<file path="config.mk">
export PLATFORM = sky130hd
export DESIGN_NAME = video_chunk_frame_tracker_unit
export DESIGN_NICKNAME = d
export VERILOG_FILES = /design/src/design/vcft_pkg.sv /design/src/design/vcft_ram.sv /design/src/design/vcft_update.sv /design/src/design/video_chunk_frame_tracker_unit.sv
export SDC_FILE = /design/constraint.sdc
export NUM_CORES = 1
export LEC_CHECK = 0
export BUFFER_PORTS_ARGS = -buffer_cell sky130_fd_sc_hd__buf_4
export CAP_MARGIN = 20
export CORE_UTILIZATION = 60
export CTS_BUF_LIST = sky130_fd_sc_hd__clkbuf_4
export DETAILED_ROUTE_END_ITERATION = 10
export HOLD_SLACK_MARGIN = 0.06
export PLACE_DENSITY = 0.79
export SLEW_MARGIN = 20
export SYNTH_ARGS = -nofsm -noshare
export SYNTH_HDL_FRONTEND = slang
export SYNTH_SLANG_ARGS = --single-unit
</file>
<file path="constraint.sdc">
create_clock -name clk -period 12.9 [get_ports clk]
set_input_delay 1.935 -clock clk [delete_from_list [all_inputs] [get_ports clk]]
set_output_delay 1.935 -clock clk [all_outputs]
set_load 0.02 [all_outputs]
</file>
<file path="src/design/vcft_pkg.sv">
// Shared types, constants and register codes of the video chunk frame tracker.
`default_nettype none

package vcft_pkg;

	localparam int MAX_CHUNKS = 256;
	localparam int ROW_BITS   = 8;
	localparam int BIT_W      = $clog2(ROW_BITS);
	localparam int ROWS       = (MAX_CHUNKS + ROW_BITS - 1) / ROW_BITS;
	localparam int ROW_AW     = (ROWS > 1) ? $clog2(ROWS) : 1;
	localparam int CNT_W      = $clog2(MAX_CHUNKS + 1);

	localparam logic [15:0] AGE_MAX = 16'hFFFF;

	localparam logic [7:0]  RST_PKT_TYPE = 8'd1;
	localparam logic [15:0] RST_TIMEOUT  = 16'd3000;
	localparam logic [15:0] RST_WINDOW   = 16'd60;

	typedef enum logic [1:0] {
		CFG_PKT_TYPE = 2'd0,
		CFG_TIMEOUT  = 2'd1,
		CFG_WINDOW   = 2'd2
	} vcft_cfg_idx_t;

	localparam logic CMD_CHUNK = 1'b0;
	localparam logic CMD_TICK  = 1'b1;

	typedef struct packed {
		logic        command;
		logic [7:0]  packet_type;
		logic [31:0] frame_number;
		logic [15:0] chunk_index;
		logic [15:0] chunk_count;
	} vcft_in_t;

	typedef struct packed {
		logic        accepted;
		logic        bad_chunk;
		logic        superseded_valid;
		logic [31:0] superseded_frame;
		logic        completed_valid;
		logic [31:0] completed_frame;
	} vcft_out_t;

	typedef struct packed {
		logic [7:0]  pkt_type;
		logic [15:0] timeout;
		logic [15:0] window;
	} vcft_cfg_t;

	typedef struct packed {
		logic             frame_open;
		logic [31:0]      open_frame;
		logic [15:0]      age;
		logic [CNT_W-1:0] total;
		logic [CNT_W-1:0] map_size;
	} vcft_state_t;

	typedef struct packed {
		logic                wr_en;
		logic                clear_all;
		logic [ROW_BITS-1:0] wdata;
	} vcft_map_ctl_t;

endpackage

`default_nettype wire

</file>
<file path="src/design/vcft_ram.sv">
// Generic single-write, single-read synchronous RAM with registered read data.
`default_nettype none

module vcft_ram #(
	parameter int WIDTH = 8,
	parameter int DEPTH = 32
) (
	input  wire logic                                          clk,
	input  wire logic                                          we,
	input  wire logic [((DEPTH > 1) ? $clog2(DEPTH) : 1)-1:0] waddr,
	input  wire logic [WIDTH-1:0]                              wdata,
	input  wire logic                                          re,
	input  wire logic [((DEPTH > 1) ? $clog2(DEPTH) : 1)-1:0] raddr,
	output      logic [WIDTH-1:0]                              rdata
);

	logic [WIDTH-1:0] mem [DEPTH];

	always_ff @(posedge clk) begin
		if (we) begin
			mem[waddr] <= wdata;
		end
		if (re) begin
			rdata <= mem[raddr];
		end
	end

endmodule

`default_nettype wire

</file>
<file path="src/design/vcft_update.sv">
// Per-word frame decision: replacement, range check, bitmap update and completion.
`default_nettype none

module vcft_update import vcft_pkg::*; (
	input  wire vcft_in_t            item,
	input  wire vcft_cfg_t           cfg,
	input  wire vcft_state_t         cur,
	input  wire logic [ROW_BITS-1:0] row_data,
	output      vcft_state_t         nxt,
	output      vcft_map_ctl_t       ctl,
	output      vcft_out_t           res
);

	logic [31:0]         ahead;
	logic                is_chunk;
	logic                timed_out;
	logic                replace;
	logic                open_a;
	logic [31:0]         frame_a;
	logic [CNT_W-1:0]    map_size_a;
	logic                current;
	logic                range_bad;
	logic                good;
	logic                resize;
	logic                cleared;
	logic [ROW_BITS-1:0] base;
	logic [BIT_W-1:0]    bit_sel;
	logic                dup;
	logic [CNT_W-1:0]    total_n;
	logic                complete;

	always_comb begin
		is_chunk   = (item.command == CMD_CHUNK) && (item.packet_type == cfg.pkt_type);
		ahead      = item.frame_number - cur.open_frame;
		timed_out  = cur.age > cfg.timeout;
		replace    = is_chunk && (!cur.frame_open || timed_out ||
			((ahead != 32'd0) && (ahead < {16'd0, cfg.window})));
		open_a     = replace || cur.frame_open;
		frame_a    = replace ? item.frame_number : cur.open_frame;
		map_size_a = replace ? '0 : cur.map_size;
		current    = is_chunk && open_a && (item.frame_number == frame_a);
		range_bad  = (item.chunk_count > 16'(MAX_CHUNKS)) ||
			(item.chunk_index >= item.chunk_count);
		good       = current && !range_bad;
		resize     = good && (16'(map_size_a) != item.chunk_count);
		cleared    = replace || resize;
		base       = cleared ? '0 : row_data;
		bit_sel    = item.chunk_index[BIT_W-1:0];
		dup        = base[bit_sel];
		total_n    = (cleared ? '0 : cur.total) + (dup ? CNT_W'(0) : CNT_W'(1));
		complete   = good && (16'(total_n) == item.chunk_count);

		ctl.wr_en     = good && !complete;
		ctl.clear_all = cleared || complete;
		ctl.wdata     = base | (ROW_BITS'(1) << bit_sel);

		nxt = cur;
		if (item.command == CMD_TICK) begin
			if (cur.frame_open && (cur.age != AGE_MAX)) begin
				nxt.age = cur.age + 16'd1;
			end
		end else begin
			if (replace) begin
				nxt.open_frame = item.frame_number;
				nxt.age        = '0;
			end
			nxt.frame_open = open_a && !complete;
			if (complete) begin
				nxt.total    = '0;
				nxt.map_size = '0;
			end else if (good) begin
				nxt.total    = total_n;
				nxt.map_size = CNT_W'(item.chunk_count);
			end else if (replace) begin
				nxt.total    = '0;
				nxt.map_size = '0;
			end
		end

		res.accepted         = good;
		res.bad_chunk        = current && range_bad;
		res.superseded_valid = replace && cur.frame_open;
		res.superseded_frame = (replace && cur.frame_open) ? cur.open_frame : 32'd0;
		res.completed_valid  = complete;
		res.completed_frame  = complete ? frame_a : 32'd0;
	end

endmodule

`default_nettype wire

</file>
<file path="src/design/video_chunk_frame_tracker_unit.sv">
// Top level of the video chunk frame tracker: input stage, bitmap RAM, state and output register.
// A word accepted into the input stage (item_s1) is decided there and its result is registered into out_data.
// Throughput: one word per cycle while the output is not stalled; bitmap row read in the cycle of acceptance,
// read-modify-write with forwarding from the write of the word just before.
// Stall on the input follows only from a stalled, full output register.
// Reset (arst_n low) closes the frame, loads register defaults and clears all row valid bits.
`default_nettype none

module video_chunk_frame_tracker_unit import vcft_pkg::*; (
	input  wire logic        clk,
	input  wire logic        arst_n,
	input  wire logic        in_valid,
	output      logic        in_stall,
	input  wire vcft_in_t    in_data,
	output      logic        out_valid,
	input  wire logic        out_stall,
	output      vcft_out_t   out_data,
	input  wire logic        cfg_we,
	input  wire logic [1:0]  cfg_index,
	input  wire logic [15:0] cfg_wdata
);

	vcft_cfg_t           cfg_q;
	vcft_state_t         state_q;
	vcft_state_t         state_nxt;
	vcft_map_ctl_t       ctl;
	vcft_out_t           res;
	logic [ROWS-1:0]     row_vld_q;
	logic [ROWS-1:0]     row_vld_nxt;

	logic                vld_s1;
	vcft_in_t            item_s1;
	logic                fwd_s1;
	logic [ROW_BITS-1:0] fwd_data_s1;

	logic                adv;
	logic                in_accept;
	logic                commit;
	logic                ram_we;
	logic [ROW_AW-1:0]   rd_row;
	logic [ROW_AW-1:0]   wr_row;
	logic [ROW_BITS-1:0] ram_rdata;
	logic [ROW_BITS-1:0] row_data;

	assign adv       = !out_valid || !out_stall;
	assign in_stall  = vld_s1 && !adv;
	assign in_accept = in_valid && !in_stall;
	assign commit    = vld_s1 && adv;
	assign ram_we    = commit && ctl.wr_en;
	assign rd_row    = ROW_AW'(in_data.chunk_index >> BIT_W);
	assign wr_row    = ROW_AW'(item_s1.chunk_index >> BIT_W);

	always_comb begin
		if (!row_vld_q[wr_row]) begin
			row_data = '0;
		end else if (fwd_s1) begin
			row_data = fwd_data_s1;
		end else begin
			row_data = ram_rdata;
		end
	end

	always_comb begin
		row_vld_nxt = ctl.clear_all ? '0 : row_vld_q;
		if (ctl.wr_en) begin
			row_vld_nxt[wr_row] = 1'b1;
		end
	end

	vcft_ram #(
		.WIDTH(ROW_BITS),
		.DEPTH(ROWS)
	) u_map_ram (
		.clk  (clk),
		.we   (ram_we),
		.waddr(wr_row),
		.wdata(ctl.wdata),
		.re   (in_accept),
		.raddr(rd_row),
		.rdata(ram_rdata)
	);

	vcft_update u_update (
		.item    (item_s1),
		.cfg     (cfg_q),
		.cur     (state_q),
		.row_data(row_data),
		.nxt     (state_nxt),
		.ctl     (ctl),
		.res     (res)
	);

	always_ff @(posedge clk or negedge arst_n) begin
		if (!arst_n) begin
			cfg_q.pkt_type <= RST_PKT_TYPE;
			cfg_q.timeout  <= RST_TIMEOUT;
			cfg_q.window   <= RST_WINDOW;
		end else if (cfg_we) begin
			case (cfg_index)
				CFG_PKT_TYPE: cfg_q.pkt_type <= cfg_wdata[7:0];
				CFG_TIMEOUT:  cfg_q.timeout  <= cfg_wdata;
				CFG_WINDOW:   cfg_q.window   <= cfg_wdata;
				default: ;
			endcase
		end
	end

	always_ff @(posedge clk or negedge arst_n) begin
		if (!arst_n) begin
			vld_s1    <= 1'b0;
			fwd_s1    <= 1'b0;
			out_valid <= 1'b0;
			state_q   <= '0;
			row_vld_q <= '0;
		end else begin
			if (in_accept) begin
				vld_s1 <= 1'b1;
				fwd_s1 <= ram_we && (wr_row == rd_row);
			end else if (adv) begin
				vld_s1 <= 1'b0;
			end
			if (adv) begin
				out_valid <= vld_s1;
			end
			if (commit) begin
				state_q   <= state_nxt;
				row_vld_q <= row_vld_nxt;
			end
		end
	end

	always_ff @(posedge clk) begin
		if (in_accept) begin
			item_s1     <= in_data;
			fwd_data_s1 <= ctl.wdata;
		end
		if (commit) begin
			out_data <= res;
		end
	end

	a_stall_only_when_full: assert property (@(posedge clk) disable iff (!arst_n)
		in_stall |-> (vld_s1 && out_valid && out_stall))
		else $error("input stalled without a blocked result");

	a_write_on_commit: assert property (@(posedge clk) disable iff (!arst_n)
		ram_we |-> (vld_s1 && adv && ctl.clear_all == (ctl.clear_all && ctl.wr_en || !ctl.wr_en)))
		else $error("bitmap write outside a commit");

	a_result_flags: assert property (@(posedge clk) disable iff (!arst_n)
		out_valid |-> (!(out_data.accepted && out_data.bad_chunk) &&
			(!out_data.completed_valid || out_data.accepted)))
		else $error("inconsistent result flags");

	a_complete_closes: assert property (@(posedge clk) disable iff (!arst_n)
		(commit && res.completed_valid) |=> (!state_q.frame_open && row_vld_q == '0))
		else $error("completed frame left open");

endmodule

`default_nettype wire

</file>
== Yosys cells after proc, flatten, opt, wreduce, memory -nomap -nowiden ==
Memories as Yosys holds them, arrays and structs flattened. A register that Yosys moved wholly into a read port is not among the register bits.
Index checks and enable logic that the tools add are counted.

* Memory bits (writable): 256
* Output and inout bits: 70
* Bits in read-only memories: 0
* Memories: 1
* Bits of input ports: 96
* Word-level logic and storage cells: 118
* Bits in registers: 291
* Bits in latches: 0

* Reductions and logical operators: 45
* Bitwise logic cells: 3
* $add $sub $neg: 3
* $mul: 0
* Div/mod/pow operators: 0
* Equality and inequality tests: 9
* Shift operators: 1
* Magnitude comparators: 7
* Muxes and demuxes: 25

{| class="wikitable"
|+ Memory list
! name !! words !! bits a word !! read ports !! clocked after Yosys merged registers in !! write ports !! RTL line !! text
|-
| u_map_ram.mem || 32 || 8 || 1 || 1 || 1 || vcft_ram.sv:17 || <nowiki>logic [WIDTH-1:0] mem [DEPTH];</nowiki>
|}

{| class="wikitable"
|+ Operator list
! kind !! count
|-
| $mux 32 || 3
|-
| $mux 18 || 3
|-
| $mux 16 || 3
|-
| $eq 32x32->1 || 1
|-
| $lt 32x16->1 || 1
|-
| $or 32x32->32 || 1
|-
| $reduce_bool 32->1 || 1
|-
| $sub 32x32->32 || 1
|-
| $mux 8 || 3
|-
| $logic_and 1x1->1 || 19
|-
| $mux 9 || 2
|-
| $add 16x1->16 const B || 1
|-
| $eq 9x16->1 || 1
|-
| $ge 16x16->1 || 1
|-
| $gt 16x16->1 || 1
|-
| $gt 16x9->1 const B || 1
|-
| $ne 16x16->1 const B || 1
|-
| $ne 9x16->1 || 1
|-
| $add 9x9->9 || 1
|-
| $reduce_and 3->1 || 3
|-
| $eq 8x8->1 || 1
|-
| $mux 1 || 8
|-
| $or 8x8->8 || 1
|-
| $reduce_and 2->1 || 4
|-
| 17 further kinds || 30
|}

== Longest topological paths before layout ==
Gate-level depths: netlist (run 1).

* Word-level depth: 23
* Mapped depth: 39
* Depth with buffers taken out: 34

== By module ==
From an unflattened synthesis (run 1), not the netlist that was laid out.

* Cells, all modules: 1,943
* Area, all modules: 26,814.5 µm²

{| class="wikitable"
|+ Modules (own cells, without submodules)
! module !! instances !! sequential area each (µm²) !! area each (µm²) !! cells each
|-
| video_chunk_frame_tracker_unit || 1 || 8,042.7 || 10,297.4 || 559
|-
| vcft_ram || 1 || 7,927.6 || 10,133.5 || 417
|-
| vcft_update || 1 || 0.0 || 6,383.6 || 967
|}

== Worst setup path before layout (run 1) ==
No wires, ideal clock.

* Path kind: register to register
* From: register state_q[34] in the netlist's numbering
* To: register row_vld_q[10]
* Path buffers: 4
* Library setup time: 118 ps
* Required time: 12,782 ps
* Cell stages (with the launch flop): 37
* Clock period less this slack: 8,030 ps
* Path slack: 4,870 ps
* Arrival time: 7,912 ps
* Cells stage by stage: dfrtp_1 ha_1 fa_1 nand2b_1 a21oi_1 o211ai_1 nor2b_1 o311ai_0 ha_1 a21oi_1 nand2_1 a211oi_1 o2111ai_1 a2111o_1 nor3_1 nand4_1 or4b_1 buf_2 and2_1 o21ai_0 clkbuf_1 nor2_1 a21oi_1 mux4_2 ha_1 ha_1 nand3_1 nor2_1 xnor2_1 nand2_1 a311o_1 a221o_1 or3_1 buf_2 a2bb2oi_1 clkbuf_1 a21o_1

* Cells in the longest elaborated chain, start to end: 22
* Elaborated cells on any way between the ends: 30
* Those cells by class: add/sub: 2; order compare: 1; eq/ne: 3; mux: 9; bitwise: 1; reduce/logical: 14

{| class="wikitable"
|+ Ends and longest elaborated chain
! element !! RTL line !! text
|-
| start, declared || video_chunk_frame_tracker_unit.sv:24 || <nowiki>vcft_state_t state_q;</nowiki>
|-
| start signal, assigned || video_chunk_frame_tracker_unit.sv:126 || <nowiki>state_q <= state_nxt;</nowiki>
|-
| $sub 32x32->32 || vcft_update.sv:34 || <nowiki>ahead = item.frame_number - cur.open_frame;</nowiki>
|-
| $lt 32x16->1 / $reduce_bool 32->1 (equally long branches) || vcft_update.sv:37 || <nowiki>((ahead != 32'd0) && (ahead < {16'd0, cfg.window})));</nowiki>
|-
| $logic_and 1x1->1 || vcft_update.sv:37 ||
|-
| $logic_or 1x1->1 || vcft_update.sv:36 || <nowiki>replace = is_chunk && (!cur.frame_open || timed_out ||</nowiki>
|-
| $logic_and 1x1->1 || vcft_update.sv:36 ||
|-
| $mux 32 / $logic_or 1x1->1 (equally long branches) || vcft_update.sv:39, vcft_update.sv:38 ||
|-
| $eq 32x32->1 / $logic_and 1x1->1 (equally long branches) || vcft_update.sv:41 || <nowiki>current = is_chunk && open_a && (item.frame_number == frame_a);</nowiki>
|-
| $logic_and 1x1->1 || vcft_update.sv:41 ||
|-
| [6 not listed] || -- ||
|-
| $mux 1 || vcft_update.sv:50 || <nowiki>total_n = (cleared ? '0 : cur.total) + (dup ? CNT_W'(0) : CNT_W'(1));</nowiki>
|-
| $add 9x9->9 || vcft_update.sv:50 ||
|-
| $eq 9x16->1 || vcft_update.sv:51 || <nowiki>complete = good && (16'(total_n) == item.chunk_count);</nowiki>
|-
| $logic_and 1x1->1 || vcft_update.sv:51 ||
|-
| $logic_or 1x1->1 || vcft_update.sv:54 || <nowiki>ctl.clear_all = cleared || complete;</nowiki>
|-
| $mux 32 || video_chunk_frame_tracker_unit.sv:64 || <nowiki>row_vld_nxt = ctl.clear_all ? '0 : row_vld_q;</nowiki>
|-
| $or 32x32->32 (no line) || -- ||
|-
| $mux 32 (*) || video_chunk_frame_tracker_unit.sv:65 || <nowiki>if (ctl.wr_en) begin</nowiki>
|-
| end signal, assigned || video_chunk_frame_tracker_unit.sv:127 || <nowiki>row_vld_q <= row_vld_nxt;</nowiki>
|-
| end, declared || video_chunk_frame_tracker_unit.sv:28 || <nowiki>logic [ROWS-1:0] row_vld_q;</nowiki>
|}

Every way passes the cells marked *; elsewhere a longest branch is shown, timed or not. The select of a mux whose other input is x is not followed.
A chain may end at the register's enable or synchronous reset.

== Worst setup path in the final report (run 1) ==
* From: register item_s1[32] in the netlist's numbering
* To: memory u_map_ram.mem[28][5], enable pin

* Cells in the longest elaborated chain, start to end: 23
* Elaborated cells on any way between the ends: 29
* Those cells by class: add/sub: 2; order compare: 1; eq/ne: 3; mux: 9; reduce/logical: 14

{| class="wikitable"
|+ Ends and longest elaborated chain
! element !! RTL line !! text
|-
| start, declared || video_chunk_frame_tracker_unit.sv:32 || <nowiki>vcft_in_t item_s1;</nowiki>
|-
| start signal, assigned || video_chunk_frame_tracker_unit.sv:134 || <nowiki>item_s1 <= in_data;</nowiki>
|-
| $sub 32x32->32 || vcft_update.sv:34 ||
|-
| $lt 32x16->1 / $reduce_bool 32->1 (equally long branches) || vcft_update.sv:37 ||
|-
| $logic_and 1x1->1 || vcft_update.sv:37 ||
|-
| $logic_or 1x1->1 || vcft_update.sv:36 ||
|-
| $logic_and 1x1->1 || vcft_update.sv:36 ||
|-
| $mux 32 / $logic_or 1x1->1 (equally long branches) || vcft_update.sv:39, vcft_update.sv:38 ||
|-
| $eq 32x32->1 / $logic_and 1x1->1 (equally long branches) || vcft_update.sv:41 ||
|-
| $logic_and 1x1->1 || vcft_update.sv:41 ||
|-
| [7 not listed] || -- ||
|-
| $add 9x9->9 || vcft_update.sv:50 ||
|-
| $eq 9x16->1 || vcft_update.sv:51 ||
|-
| $logic_and 1x1->1 || vcft_update.sv:51 ||
|-
| $logic_not 1->1 || vcft_update.sv:53 || <nowiki>ctl.wr_en = good && !complete;</nowiki>
|-
| $logic_and 1x1->1 (*) || vcft_update.sv:53 ||
|-
| $logic_and 1x1->1 (*) || video_chunk_frame_tracker_unit.sv:49 || <nowiki>assign ram_we = commit && ctl.wr_en;</nowiki>
|-
| $mux 1 (*) || vcft_ram.sv:20 || <nowiki>if (we) begin</nowiki>
|-
| $mux 1 (not written as such) (*) || vcft_ram.sv:21 || <nowiki>mem[waddr] <= wdata;</nowiki>
|-
| end, declared || vcft_ram.sv:17 ||
|}

Marks and branches as above.

==> results of run 1 <==
==> layer usage <==
metal  vias to the layer above  track usage (%)  wire length (um)  share of wire (%)
met5                         -                0                 0                  0
met2                       758             46.7             30000                 48
met3                       140             6.46              4300                6.9
li1                       7541                -                 -                  -
met4                         0             14.0              2320                3.7
met1                      8344             39.6             25600                 41
==> power by group through the flow <==
stage	Combinational (mW)	Sequential, mW	Clock [mW]
finish	0.339	2.04	1.54
global route	0.371	2.05	1.66
CTS	0.338	2.04	1.58
detailed placement	0.336	2.08	0
global placement	0.324	2.08	0
floorplan	0.194	2.08	0
==> cell usage in the layout (no fill, tap or decap), types with 7 or more instances in the layout <==
cell type | netlist | routed
edfxtp_1 | 413 | 413
clkbuf_4 | 0 | 225
buf_4 | 0 | 182
dfrtp_1 | 130 | 130
nand2_1 | 110 | 110
nor2_1 | 103 | 103
inv_1 | 100 | 98
mux4_2 | 89 | 89
ha_1 | 81 | 81
o21ai_0 | 78 | 77
xnor2_1 | 68 | 68
nor3_1 | 88 | 63
a21oi_1 | 55 | 54
mux2_2 | 50 | 50
a21o_1 | 46 | 46
mux2i_1 | 40 | 40
nand4_1 | 33 | 33
xor2_1 | 28 | 28
nand3_1 | 26 | 26
nor3_2 | 0 | 25
clkinv_1 | 0 | 24
nor4_1 | 16 | 16
nand2b_1 | 15 | 15
nor2b_1 | 12 | 12
dfstp_2 | 12 | 12
o21a_1 | 11 | 11
o211ai_1 | 10 | 10
a211oi_1 | 10 | 10
and3_1 | 8 | 8
o21bai_1 | 7 | 7
or3_1 | 7 | 7
==> layout make-up <==
class	count	area (um^2)	share of cell area, %
Sequential cell	555	16000	54.2
Inverter	101	382	1.30
Multi-Input combinational cell	1096	9140	31.0
Clock inverter	37	203	0.688
Antenna cell	2	5.00	0.0170
Clock buffer	225	1690	5.73
Tap cell	539	674	2.29
Timing Repair Buffer	185	1390	4.73
==> critical path: cells and delay by family, from the launching register on <==
family | cells | cell delay (ps)
compound gates | 13 | 3480
flops | 1 | 370
simple gates | 12 | 2790
buf+inv | 3 | 930
fa+ha+maj | 5 | 1390
xor+xnor | 1 | 280
mux | 1 | 250
==> cells by family after synthesis <==
group	Yosys count	share of synthesized area (%)
AOI/OAI and AO/OA	286	7.33
xor gates and xnor gates	96	3.28
adders and majority gates	82	4.03
buffers and inverters	187	2.85
DFF	555	62.3
muxes	179	11.6
and+or+nand+nor	453	8.59
==> worst max-delay path by stage <==
stage | slack [ps] | startpoint | endpoint | depth (start not counted)
floorplan | 4870 | state_q[34] | row_vld_q[10] | 36
global placement | 3570 | state_q[34] | u_map_ram.mem[4][1] | 33
detailed placement | 3130 | state_q[34] | u_map_ram.mem[29][3] | 33
CTS | 3100 | item_s1[32] | u_map_ram.mem[6][6] | 34
global route | 2530 | state_q[34] | u_map_ram.mem[28][5] | 34
finish | 3100 | item_s1[32] | u_map_ram.mem[28][5] | 35
==> state kept, by name (all words and copies together) (netlist names) <==
signal           count
u_map_ram.rdata      8
fwd_s1               1
out_valid            1
state_q             67
vld_s1               1
u_map_ram.mem      256
cfg_q               40
item_s1             73
fwd_data_s1          8
out_data            68
row_vld_q           32
==> stage by stage <==
| step | utilization, % | std cells | area [um^2] |
|---|---|---|---|
| floorplan | - | 1838 | 25600 |
| global placement | 65.2 | 2475 | 27400 |
| detailed placement | 65.2 | 2475 | 27400 |
| CTS | 69.7 | 2737 | 29300 |
| global route | 70.1 | 2739 | 29500 |
| finish | 70.1 | 2740 | 29500 |
==> results.toml, run 1 <==
[cts]
h-tree-depth = 4
cts_tree = "built"
clockBufferDepth = 3
cts.repair.resized = 0
cts_buffers = 142
clkTransAtPathRegs_ps = 60
cts.sink_count = 555
clockRootBuffer = "clkbuf_4"
post-cts-setup-buffers = 0
clk_latency_ps = 1030
ctsHoldBuffers = 0

[grt]
grt_pass1_wl_um = 96800
grt-ovfl-total = 0
grt_pass1_vias = 17000
grt_max_degree = 79
antenna_found_initial = 1
grt_usage_pct = 29.6

[floorplan]
ios = 166
dieArea_mm2 = 0.0435
row_count = 75
core_mm2 = 0.0420
die_w_um = 209
fp.dieH_um = 209
initial_core_util_pct = 60.9

[synthesis]
synth_common_cells = "edfxtp_1 (413), dfrtp_1 (130), nand2_1 (110)"
yosysMostFrequentCell = "edfxtp_1"
synth_edf_count = 413
postSynthAreaPerCell_um2 = 13.9
ys_seq_area_share_pct = 62.3
syn_area_mm2 = 0.0256
synth.largest_area_cell = "edfxtp_1"
syn_nets = 2016
yosysWarnings = 0
synth_top_area_share_pct = 48.4
synthTopCellsByArea = "edfxtp_1 (48%), dfrtp_1 (13%), mux4_2 (7.8%)"
synth_ff_type = "edfxtp_1"
ys_seq_elements = 555
synth_cell_type_count = 76
synthCells = 1838
synth-async-reset-ratio_pct = 25.6

[worst_setup_path]
slowest_delay_ps = 790
crit_type = "reg2reg"
worstPathRequired_ps = 13620
critPathSlowestCell = "or4b_1"
r2r_slack_ps = 3100
cp_max_fo = 50
regToRegEndpoint = "u_map_ram.mem[28][5]"
arrival_ps = 10520
reg2regPathDepth = 35
critPathCaptureType = "register"
start_kind = "register"
r2r_start = "item_s1[32]"

[cells_and_area]
area_growth_pct = 15.0
nNetsFinal = 2259
fillers = 2849
drive_gt1_share_pct = 28.4

[power_and_ir_drop]
power_mw = 3.93
leakage_nw = 12.0
switching_share_pct = 24.7
p_int_mw = 2.96
p_switching_mw = 0.970
p_seq_share_pct = 52.0
comb_power_share_pct = 8.6
p_per_area_mw_per_mm2 = 133
clkPwrFrac_pct = 39.4
max-vdd-ir-drop_v = 0.000113

[detailed_routing]
via_count = 16800
first_iter_violations = 1542
drc = 0
dr.pass1.iters = 5
avgRoutedWirePerCell_um = 22.7
totalWireLength_um = 62200
viasPerCell = 6.13
ant_nets = 0

[timing]
worstMarginPinSlew_ps = 1100
hold_viol = 0
setup_ws_ps = 3100
slew_violations = 0
fin_crit_sh_pct = 76.0
whs_ps = 481
grt_setup_unrepaired = "false"
max_freq_ghz = 0.102
period_minus_slack_ps = 9800
fin_skew_ps = 87.9
maxSlewHeadroom_pct = 26.2
tns_ps = 0
setup_violations = 0

[hold_path]
hold_path.class = "reg2reg"
hold_path_end = "row_vld_q[0]"
holdPathStages = 1
min-delay-start = "row_vld_q[0]"

[run_status]
status = "complete, no violations"

[place]
hpwl_um = 41900
dp_slack_ps = 3130
portBuffers = 165
place_congestion = 0.911

[flow_run]
maxCapViolations = 0
No activity file was read; power rests on OpenSTA's default activity.
==> run 2, diff against run 1 <==
==> constraint.sdc (replaced) <==
create_clock -name clk -period 10.3 [get_ports clk]
set_input_delay 1.545 -clock clk [delete_from_list [all_inputs] [get_ports clk]]
set_output_delay 1.545 -clock clk [all_outputs]
set_load 0.02 [all_outputs]
==> results.toml, run 2 (synthesis gave the netlist of run 1 again) <==
[grt]
grt_max_degree = 79
grt_pass1_wl_um = 96800
grt_pass1_vias = 17200
grt-ovfl-total = 0
antenna_found_initial = 1
grt_usage_pct = 29.5

[cts]
cts_buffers = 142
cts.sink_count = 555
h-tree-depth = 4
cts_tree = "built"
clkTransAtPathRegs_ps = 60
clockRootBuffer = "clkbuf_4"
ctsHoldBuffers = 0
clockBufferDepth = 3
clk_latency_ps = 1030

[run_status]
status = "complete, no violations"

[timing]
worstMarginPinSlew_ps = 1110
period_minus_slack_ps = 9440
fin_crit_sh_pct = 91.7
fin_skew_ps = 80.6
hold_viol = 0
grt_setup_unrepaired = "false"
max_freq_ghz = 0.106
slew_violations = 0
maxSlewHeadroom_pct = 25.1
whs_ps = 476
tns_ps = 0
setup_violations = 0

[cells_and_area]
fillers = 2861
drive_gt1_share_pct = 28.4
largest_reg_flops = 256
final_common_cell = "edfxtp_1"
area_growth_pct = 14.9
nNetsFinal = 2259
multi_input_area_mm2 = 0.00914
seq_area_mm2 = 0.0160
final_cell_mix = "edfxtp_1 (413), clkbuf_4 (220), buf_4 (182), dfrtp_1 (130), nand2_1 (110)"
top_register = "u_map_ram.mem"
largestRegisters = "u_map_ram.mem: 256 flops, item_s1: 73 flops, out_data: 68 flops"

[worst_setup_path]
worstPathRequired_ps = 11030
r2r_start = "state_q[34]"
critPathCaptureType = "register"
r2r_slack_ps = 860
regToRegEndpoint = "u_map_ram.mem[17][0]"
crit_type = "reg2reg"
reg2regPathDepth = 34
cp_max_fo = 50
arrival_ps = 10170
start_kind = "register"
slowest_delay_ps = 780
critPathSlowestCell = "or4b_1"

[floorplan]
dieArea_mm2 = 0.0435
die_w_um = 209
row_count = 75
fp.dieH_um = 209
ios = 166
core_mm2 = 0.0420
initial_core_util_pct = 60.9

[place]
portBuffers = 165
place_congestion = 0.915
hpwl_um = 41800

[hold_path]
min-delay-start = "row_vld_q[31]"
hold_path.class = "reg2reg"
hold_path_end = "row_vld_q[31]"
holdPathStages = 1

[flow_run]
maxCapViolations = 0

[detailed_routing]
first_iter_violations = 1449
ant_nets = 0
via_count = 16900
totalWireLength_um = 62200
dr.pass1.iters = 5
drc = 0
viasPerCell = 6.18
avgRoutedWirePerCell_um = 22.7

[power_and_ir_drop]
max-vdd-ir-drop_v = 0.000125
leakage_nw = 12.0
p_per_area_mw_per_mm2 = 167
==> run 2: metrics by stage <==
stage	power, mW	setup WS [ps]	std cells	instance area (um^2)	util [%]
2_1_floorplan	2.85	2270	1838	25600	-
3_3_place_gp	3.01	950	2475	27400	65.2
3_5_place_dp	3.02	614	2476	27400	65.2
4_1_cts	4.95	589	2739	29300	69.7
5_1_grt	5.10	229	2740	29400	70.0
6_report	4.91	860	2742	29400	70.1
==> run 2: cell type report <==
type | instances | share of cell area, %
diodes | 3 | 0.0255
clock buffers | 220 | 5.61
clock inverters | 43 | 0.790
inverters | 101 | 1.30
multi-input cells | 1096 | 31.0
flip-flops and latches | 555 | 54.2
well taps | 539 | 2.29
repair buffers | 185 | 4.73
==> run 2: where the power goes <==
group | switching (mW) | internal [mW]
sequential | 0.0614 | 2.50
clock | 0.918 | 1.01
combinational | 0.239 | 0.183
total | 1.22 | 3.69
==> run 2: worst max path at each step <==
stage | start | end | depth (start not counted)
after floorplan | state_q[34] | row_vld_q[10] | 36
after global routing | state_q[34] | u_map_ram.mem[17][0] | 34
final | state_q[34] | u_map_ram.mem[17][0] | 34
after detailed placement | state_q[34] | u_map_ram.mem[8][1] | 33
after CTS | state_q[34] | u_map_ram.mem[5][7] | 33
after global placement | state_q[34] | u_map_ram.mem[14][5] | 33
==> run 2: layer usage <==
layer | wire (um) | GRT usage (%)
met4 | 2360 | 14.0
met2 | 30000 | 46.8
met5 | 0 | 0
met1 | 25500 | 39.1
met3 | 4370 | 6.31
==> run 2: timing repair <==
action | 4_1_cts | 5_1_grt
buffers inserted | 0 | 0
setup endpoints to repair | 0 | 53
resized for setup | 0 | 1
==> run 2: worst max-delay path, delay by kind of cell (launching register included) <==
kind	cells	cell delay (ps)
flip-flops	1	430
buffers and inverters	2	840
AO/OA/AOI/OAI	13	3120
AND/OR/NAND/NOR	12	2820
multiplexers	1	250
adder cells (fa/ha/maj)	5	1420
XOR/XNOR	1	270
